[src/design/mmhq_pkg.sv]
// ----------------------------------------------------------------------------
// mmhq_pkg
// Shared types, constants and helpers of the min-max heap queue.
// ----------------------------------------------------------------------------
package mmhq_pkg;

  localparam int CAPACITY = 1023;
  localparam int KEY_W    = 32;
  localparam int CNT_W    = $clog2(CAPACITY + 1);
  localparam int ADDR_W   = $clog2(CAPACITY);
  // candidate positions reach four times a position plus six
  localparam int IDX_W    = CNT_W + 2;
  localparam int NCAND    = 6;

  typedef enum logic [2:0] {
    OP_INSERT  = 3'd0,
    OP_REM_MIN = 3'd1,
    OP_REM_MAX = 3'd2,
    OP_REM_AT  = 3'd3,
    OP_CLEAR   = 3'd4,
    OP_READ    = 3'd5
  } op_t;

  typedef enum logic [1:0] {
    ST_OK    = 2'd0,
    ST_FULL  = 2'd1,
    ST_EMPTY = 2'd2,
    ST_BADPOS = 2'd3
  } status_t;

  typedef enum logic [4:0] {
    S_IDLE, S_RA_RD, S_RA_CAP, S_DN_CHK, S_DN_RD, S_DN_SEL,
    S_LAST_RD, S_LAST_CAP, S_UP_P, S_UP_PC, S_UP_G, S_UP_GC, S_UP_FIN,
    S_RF0, S_RF1, S_RF2, S_RF3, S_DONE
  } state_t;

  typedef struct packed {
    logic [IDX_W-1:0] idx;
    logic [KEY_W-1:0] val;
  } cand_t;

  // true when the position lies on a min level (root level is min)
  function automatic logic on_min_level(input logic [CNT_W-1:0] i);
    logic [CNT_W:0] v;
    logic           odd;
    v   = {1'b0, i} + 1'b1;
    odd = 1'b0;
    for (int b = 0; b <= CNT_W; b++) begin
      if (v[b]) odd = b[0];
    end
    return !odd;
  endfunction

endpackage

[src/design/mmhq_pick.sv]
// ----------------------------------------------------------------------------
// mmhq_pick
// Select the best child or grandchild of a hole on its way down.
// ----------------------------------------------------------------------------
module mmhq_pick
  import mmhq_pkg::*;
(
  input  logic             minl,
  input  logic [CNT_W-1:0] n,
  input  logic [IDX_W-1:0] fc,
  input  logic [KEY_W-1:0] cval [NCAND],
  output logic [CNT_W-1:0] best_idx,
  output logic [KEY_W-1:0] best_val
);

  // first argument wins ties
  function automatic cand_t better(input logic m, input cand_t a, input cand_t b);
    if (m) return (a.val <= b.val) ? a : b;
    return (a.val >= b.val) ? a : b;
  endfunction

  logic [IDX_W-1:0] fg;
  logic [IDX_W-1:0] nx;
  cand_t c0, c1, g0, g1, g2, g3, best;

  always_comb begin
    fg = {fc[IDX_W-2:0], 1'b1};
    nx = {{(IDX_W-CNT_W){1'b0}}, n};
    c0 = '{idx: fc,        val: cval[0]};
    c1 = '{idx: fc + 1'b1, val: cval[1]};
    g0 = '{idx: fg,        val: cval[2]};
    g1 = '{idx: fg + 2'd1, val: cval[3]};
    g2 = '{idx: fg + 2'd2, val: cval[4]};
    g3 = '{idx: fg + 2'd3, val: cval[5]};
    if (fg + 2'd3 < nx)
      best = better(minl, better(minl, g3, g2), better(minl, g1, g0));
    else if (fg + 2'd2 < nx)
      best = better(minl, better(minl, g2, g1), g0);
    else if (fg + 2'd1 < nx)
      best = better(minl, c1, better(minl, g1, g0));
    else if (fg < nx)
      best = better(minl, better(minl, g0, c1), c0);
    else if (fc + 1'b1 < nx)
      best = better(minl, c1, c0);
    else
      best = c0;
    best_idx = best.idx[CNT_W-1:0];
    best_val = best.val;
  end

endmodule

[config.mk]
export PLATFORM = sky130hd
export DESIGN_NAME = mmhq_pick
export DESIGN_NICKNAME = d
export VERILOG_FILES = /design/src/design/mmhq_pkg.sv /design/src/design/mmhq_pick.sv
export SDC_FILE = /design/constraint.sdc
export NUM_CORES = 1
export LEC_CHECK = 0
export CAP_MARGIN = 20
export CORE_MARGIN = 3
export CORE_UTILIZATION = 47
export DETAILED_ROUTE_END_ITERATION = 8
export DONT_BUFFER_PORTS = 1
export PLACE_DENSITY = 0.63
export SLEW_MARGIN = 5
export SYNTH_ARGS = -nofsm -noshare
export SYNTH_HDL_FRONTEND = slang
export SYNTH_SLANG_ARGS = --single-unit
[constraint.sdc]
create_clock -name vclk -period 5.55
set_clock_uncertainty 0.2 [all_clocks]
set_input_delay 0.2775 -clock vclk [all_inputs]
set_output_delay 0.2775 -clock vclk [all_outputs]
set_load 0.02 [all_outputs]
==> results of run 1 <==
## metrics by stage
step | util, % | setup slack (ns) | cells
floorplan | - | -0.119 | 1951
global placement | 61.9 | -0.844 | 2720
detailed placement | 61.9 | -0.819 | 2720
CTS | 71.1 | -0.368 | 2781
global route | 76.1 | -0.675 | 2811
finish | 76.1 | -0.622 | 2811
## area by class of cell
| type | count | area share, % |
|---|---|---|
| inverter | 221 | 3.85 |
| multi-input combinational | 1644 | 71.0 |
| tap | 384 | 2.19 |
| timing repair buffer | 562 | 23.0 |
## placed cells by master (no fill, tap or decap), drive strengths merged, types with 20 or more instances in the layout
cell type / count
nor2: 119
o221ai: 24
nand3: 55
o21ai: 155
nand4: 63
a221oi: 20
a211oi: 39
inv: 215
mux2i: 162
nor3: 55
a21oi: 141
a31oi: 21
a21o: 27
o21a: 23
ha: 327
xnor2: 21
nand2: 148
buf: 554
## critical path, delay by kind of cell
kind,cells,cell delay (ns)
buffers and inverters,6,0.95
adder cells (fa/ha/maj),2,0.42
multiplexers,2,0.67
AO/OA/AOI/OAI,5,1.27
AND/OR/NAND/NOR,8,2.10
## power by group through the flow
| stage | Combinational (mW) | Sequential (mW) | Clock, mW |
|---|---|---|---|
| detailed placement | 2.61 | 0 | 0 |
| CTS | 3.11 | 0 | 0 |
| floorplan | 1.48 | 0 | 0 |
| finish | 3.59 | 0 | 0 |
| global placement | 2.58 | 0 | 0 |
| global route | 3.73 | 0 | 0 |
## final timing paths
path                       from           end  slack (ns)  depth (start not counted)
worst max-delay path  cval[118]  best_val[28]       -0.62                         23
worst min-delay path      fc[3]   best_idx[4]        0.66                          3
## cells by family after synthesis
group | synth area share, %
adder cells (fa/ha/maj) | 29.6
multiplexers | 12.6
buffers and inverters | 8.97
XOR/XNOR | 1.71
AND/OR/NAND/NOR | 18.6
AO/OA/AOI/OAI | 28.5
## what timing repair did
| item | in CTS | in global routing |
|---|---|---|
| gates resized for setup | 396 | 199 |
| cloned | 9 | 5 |
| pin swaps | 80 | 144 |
| buffers inserted | 60 | 43 |
| endpoints found under the setup margin | 42 | 42 |
## layer usage
metal	wire length, µm	track usage, %	vias up	part of all wire [%]
met5	0	0	-	0
met2	33200	67.7	1575	42
met4	5940	21.8	0	7.5
met3	10400	9.03	403	13
met1	29300	57.8	9060	37
li1	-	-	8345	-
==> impl_metrics.json, run 1 <==
{
  "status": "finished, violations left",
  "violations": "negative setup slack",
  "critPathMaxStageDelay_ns": 0.66,
  "drv_slew": 0,
  "synthesis.nets": 2493,
  "fp.coreArea_um2": 28900,
  "synth_top_area_cell": "ha_1",
  "syn_area_per_cell_um2": 7.08,
  "cp_cell_sequence": "inv_1 -> ha_4 -> a21oi_4 -> o21ai_2 -> a221o_1 -> or3_4 -> o211a_4 -> nor2_8 -> buf_12 -> buf_12 -> mux2i_4 -> ha_4 -> nand2_4 -> nor4_4 -> nand4_1 -> or4_4 -> buf_4 -> nand2_2 -> buf_12 -> mux2i_1 -> nor2_1 -> a211oi_4 -> buf_6",
  "power_switching_mw": 1.88,
  "synth_area_leaders": "ha_1 (30%), mux2i_1 (12%), inv_1 (6.0%)",
  "p_int_mw": 1.71,
  "drv_cap": 0,
  "fin_crit_ns": 6.17,
  "fillCellCount": 2042,
  "num_rows": 62,
  "num_io_pins": 257,
  "slew_headroom_pct": 30.2,
  "die_area_um2": 31500,
  "io_buffers": 0,
  "synth_area_um2": 13800,
  "rsz0062_at_grt": "true",
  "slowest_stage": "or4_4",
  "ff_latch_area_um2": 0,
  "synth_commonest_cells": "ha_1 (327), inv_1 (219), mux2i_1 (161)",
  "fin_area_um2": 22000,
  "fin_crit_sh_pct": 111,
  "setup_tns_ns": -22.21,
  "routed_wl_um": 78800,
  "syn_inst": 1951,
  "setup_viol": 42,
  "dp_hpwl_um": 58400,
  "total_power_mw": 3.59,
  "grt.overflow.total": 0,
  "clock.fmax_mhz": 162,
  "drive_gt1_share_pct": 39.6,
  "yosys_warnings": 0,
  "diodes": 0,
  "pwr_density_cell_nw_per_um2": 163,
  "gp_congestion": 1.04,
  "track_usage_pct": 43.9,
  "multiInputGateArea_um2": 15600,
  "via_per_inst": 6.90,
  "drc_errors": 0,
  "worstPathArrival_ns": 5.69,
  "required_ns": 5.07,
  "nClkBuffers": 0,
  "cp-start-kind": "input port",
  "comb_power_share_pct": 100.0,
  "fin_ws_ns": -0.622,
  "synth_cell_type_count": 85,
  "leakage_nw": 10.1,
  "tightest_slew_ns": 1.04,
  "ctsHoldBuffers": 0,
  "wl_per_cell_um": 28.0,
  "nets": 2971,
  "end_kind": "primary output",
  "share_seq_of_total_power_pct": 0,
  "dpl_cell_area_um2": 17900,
  "nFlopsAndLatches": 0,
  "switching_share_pct": 52.3,
  "antenna_found_initial": 0,
  "synth.top_cell.area_share_pct": 29.6,
  "critPathKind": "input port to primary output",
  "initial_utilization_pct": 47.9,
  "fp.dieW_um": 177,
  "grt_max_degree": 26,
  "worst-path-max-fanout": 12,
  "syn2layout_area_growth_pct": 59.0,
  "first_global_vias": 17900,
  "yosys.cell_count.top_type": "ha_1",
  "dr.first_iter.drc_count": 2632,
  "antenna_left": 0,
  "seq_area_frac_synth_pct": 0,
  "die_h_um": 177,
  "dr.pass1.iters": 6,
  "hold_path.class": "input port to primary output",
  "grt_first_pass_wirelength_um": 107000,
  "whs_ns": 0.658,
  "peakVddDrop_mv": 0.0886,
  "vias": 19400,
  "pwr-share-clk_pct": 0,
  "hold_violations": 0,
  "crit_path_frequent_cell": "buf_12"
}
No activity file was read; power rests on OpenSTA's default activity.
==> run 2, diff against run 1 <==
==> constraint.sdc (replaced) <==
create_clock -name vclk -period 5.55
set_clock_uncertainty 0.2 [all_clocks]
set_input_delay 0.2775 -clock vclk [all_inputs]
set_output_delay 0.2775 -clock vclk [all_outputs]
set_load 0.005 [all_outputs]
==> impl_metrics.json, run 2 (synthesized netlist as in run 1, its figures left out) <==
{
  "dr.pass1.iters": 8,
  "dr.first_iter.drc_count": 2124,
  "mostFrequentLayoutCell": "buf_4",
  "vias": 18900,
  "wl_per_cell_um": 27.4,
  "hold_violations": 0,
  "crit_buf_inv": 10,
  "fin_crit_ns": 6.09,
  "p_int_mw": 1.60,
  "routed_wl_um": 76500,
  "io_buffers": 0,
  "nets": 2953,
  "slowest_stage": "or3_4",
  "num_io_pins": 257,
  "setup_tns_ns": -16.84,
  "dp_hpwl_um": 57700,
  "fp.dieW_um": 177,
  "tightest_slew_ns": 1.08,
  "hp-start": "fc[0]",
  "switching_share_pct": 51.6,
  "drv_cap": 0,
  "fp.coreArea_um2": 28900,
  "pwr_density_cell_nw_per_um2": 156,
  "drc_errors": 0,
  "syn2layout_area_growth_pct": 53.3,
  "cp-start-kind": "input port",
  "violations": "negative setup slack",
  "nFlopsAndLatches": 0,
  "comb_power_share_pct": 100.0,
  "worst-path-max-fanout": 6,
  "pwr-share-clk_pct": 0,
  "end_kind": "primary output",
  "via_per_inst": 6.78,
  "fin_ws_ns": -0.540,
  "peakVddDrop_mv": 0.0904,
  "power_switching_mw": 1.71,
  "leakage_nw": 9.83,
  "die_area_um2": 31500,
  "track_usage_pct": 43.1,
  "cp-startpoint": "cval[117]",
  "share_seq_of_total_power_pct": 0,
  "drv_slew": 0,
  "antenna_left": 0,
  "whs_ns": 0.592,
  "crit_path_frequent_cell": "buf_4",
  "grt.overflow.total": 0,
  "worstPathArrival_ns": 5.61,
  "grt_first_pass_wirelength_um": 104000,
  "cpLargestDelayFamily": "compound AO/OA/AOI/OAI gates",
  "clock.fmax_mhz": 164,
  "antenna_found_initial": 1,
  "initial_utilization_pct": 47.9,
  "grt_max_degree": 32,
  "critPathKind": "input port to primary output",
  "hold_path.class": "input port to primary output",
  "pre_cts_slack_ns": -0.956,
  "gp_congestion": 1.06,
  "drive_gt1_share_pct": 36.9,
  "critPathMaxStageDelay_ns": 0.43,
  "fin_crit_sh_pct": 110,
  "ff_latch_area_um2": 0,
  "first_global_vias": 18000,
  "setup_viol": 42,
  "slew_headroom_pct": 27.4,
  "mostFrequentLayoutCells": "buf_4 (461), ha_1 (272), inv_1 (199), nand2_1 (141), a21oi_1 (113)",
  "rsz0062_at_grt": "true",
  "status": "finished, violations left",
  "fin_util_pct": 73.4,
  "num_rows": 62,
  "nClkBuffers": 0,
  "required_ns": 5.07,
  "die_h_um": 177
}
==> run 2: worst paths after layout <==
path                 endpoint  slack [ns]  cells past startpoint
setup / recovery  best_idx[4]       -0.54                     28
hold / removal    best_idx[1]        0.59                      2
==> run 2: cell type report <==
class	instances	area (µm²)
well taps	384	480
multi-input cells	1644	15000
fillers	2140	7680
inverters	221	870
repair buffers	544	4840
diodes	1	2.50
==> run 2: routing by layer <==
| layer | vias up | routed length, µm | track usage [%] | share of wire [%] |
|---|---|---|---|---|
| met3 | 447 | 10600 | 15.1 | 14 |
| met4 | 2 | 6590 | 25.4 | 8.6 |
| met5 | - | 9 | 0 | 0.012 |
| met1 | 8734 | 26100 | 49.4 | 34 |
| met2 | 1452 | 33100 | 69.1 | 43 |
| li1 | 8296 | - | - | - |
==> run 2: metrics by stage <==
stage / total power, mW / cell area [µm²] / instances
4_1_cts: 2.83 / 19500 / 2751
6_report: 3.31 / 21200 / 2794
3_5_place_dp: 2.44 / 17600 / 2703
2_1_floorplan: 1.36 / 13800 / 1951
5_1_grt: 3.47 / 21200 / 2793
3_3_place_gp: 2.40 / 17600 / 2703
==> run 2: timing repair <==
| item | CTS | global route |
|---|---|---|
| pin swaps | 111 | 113 |
| hold buffers | 0 | 0 |
| cloned | 6 | 4 |
| gates resized for setup | 284 | 222 |
| setup endpoints to repair | 42 | 42 |
| setup buffers | 44 | 42 |
==> run 2: power by group through the flow <==
stage	Combinational (mW)	Sequential [mW]	Clock (mW)
2_1_floorplan	1.36	0	0
3_3_place_gp	2.40	0	0
3_5_place_dp	2.44	0	0
4_1_cts	2.83	0	0
5_1_grt	3.47	0	0
6_report	3.31	0	0.0000000242
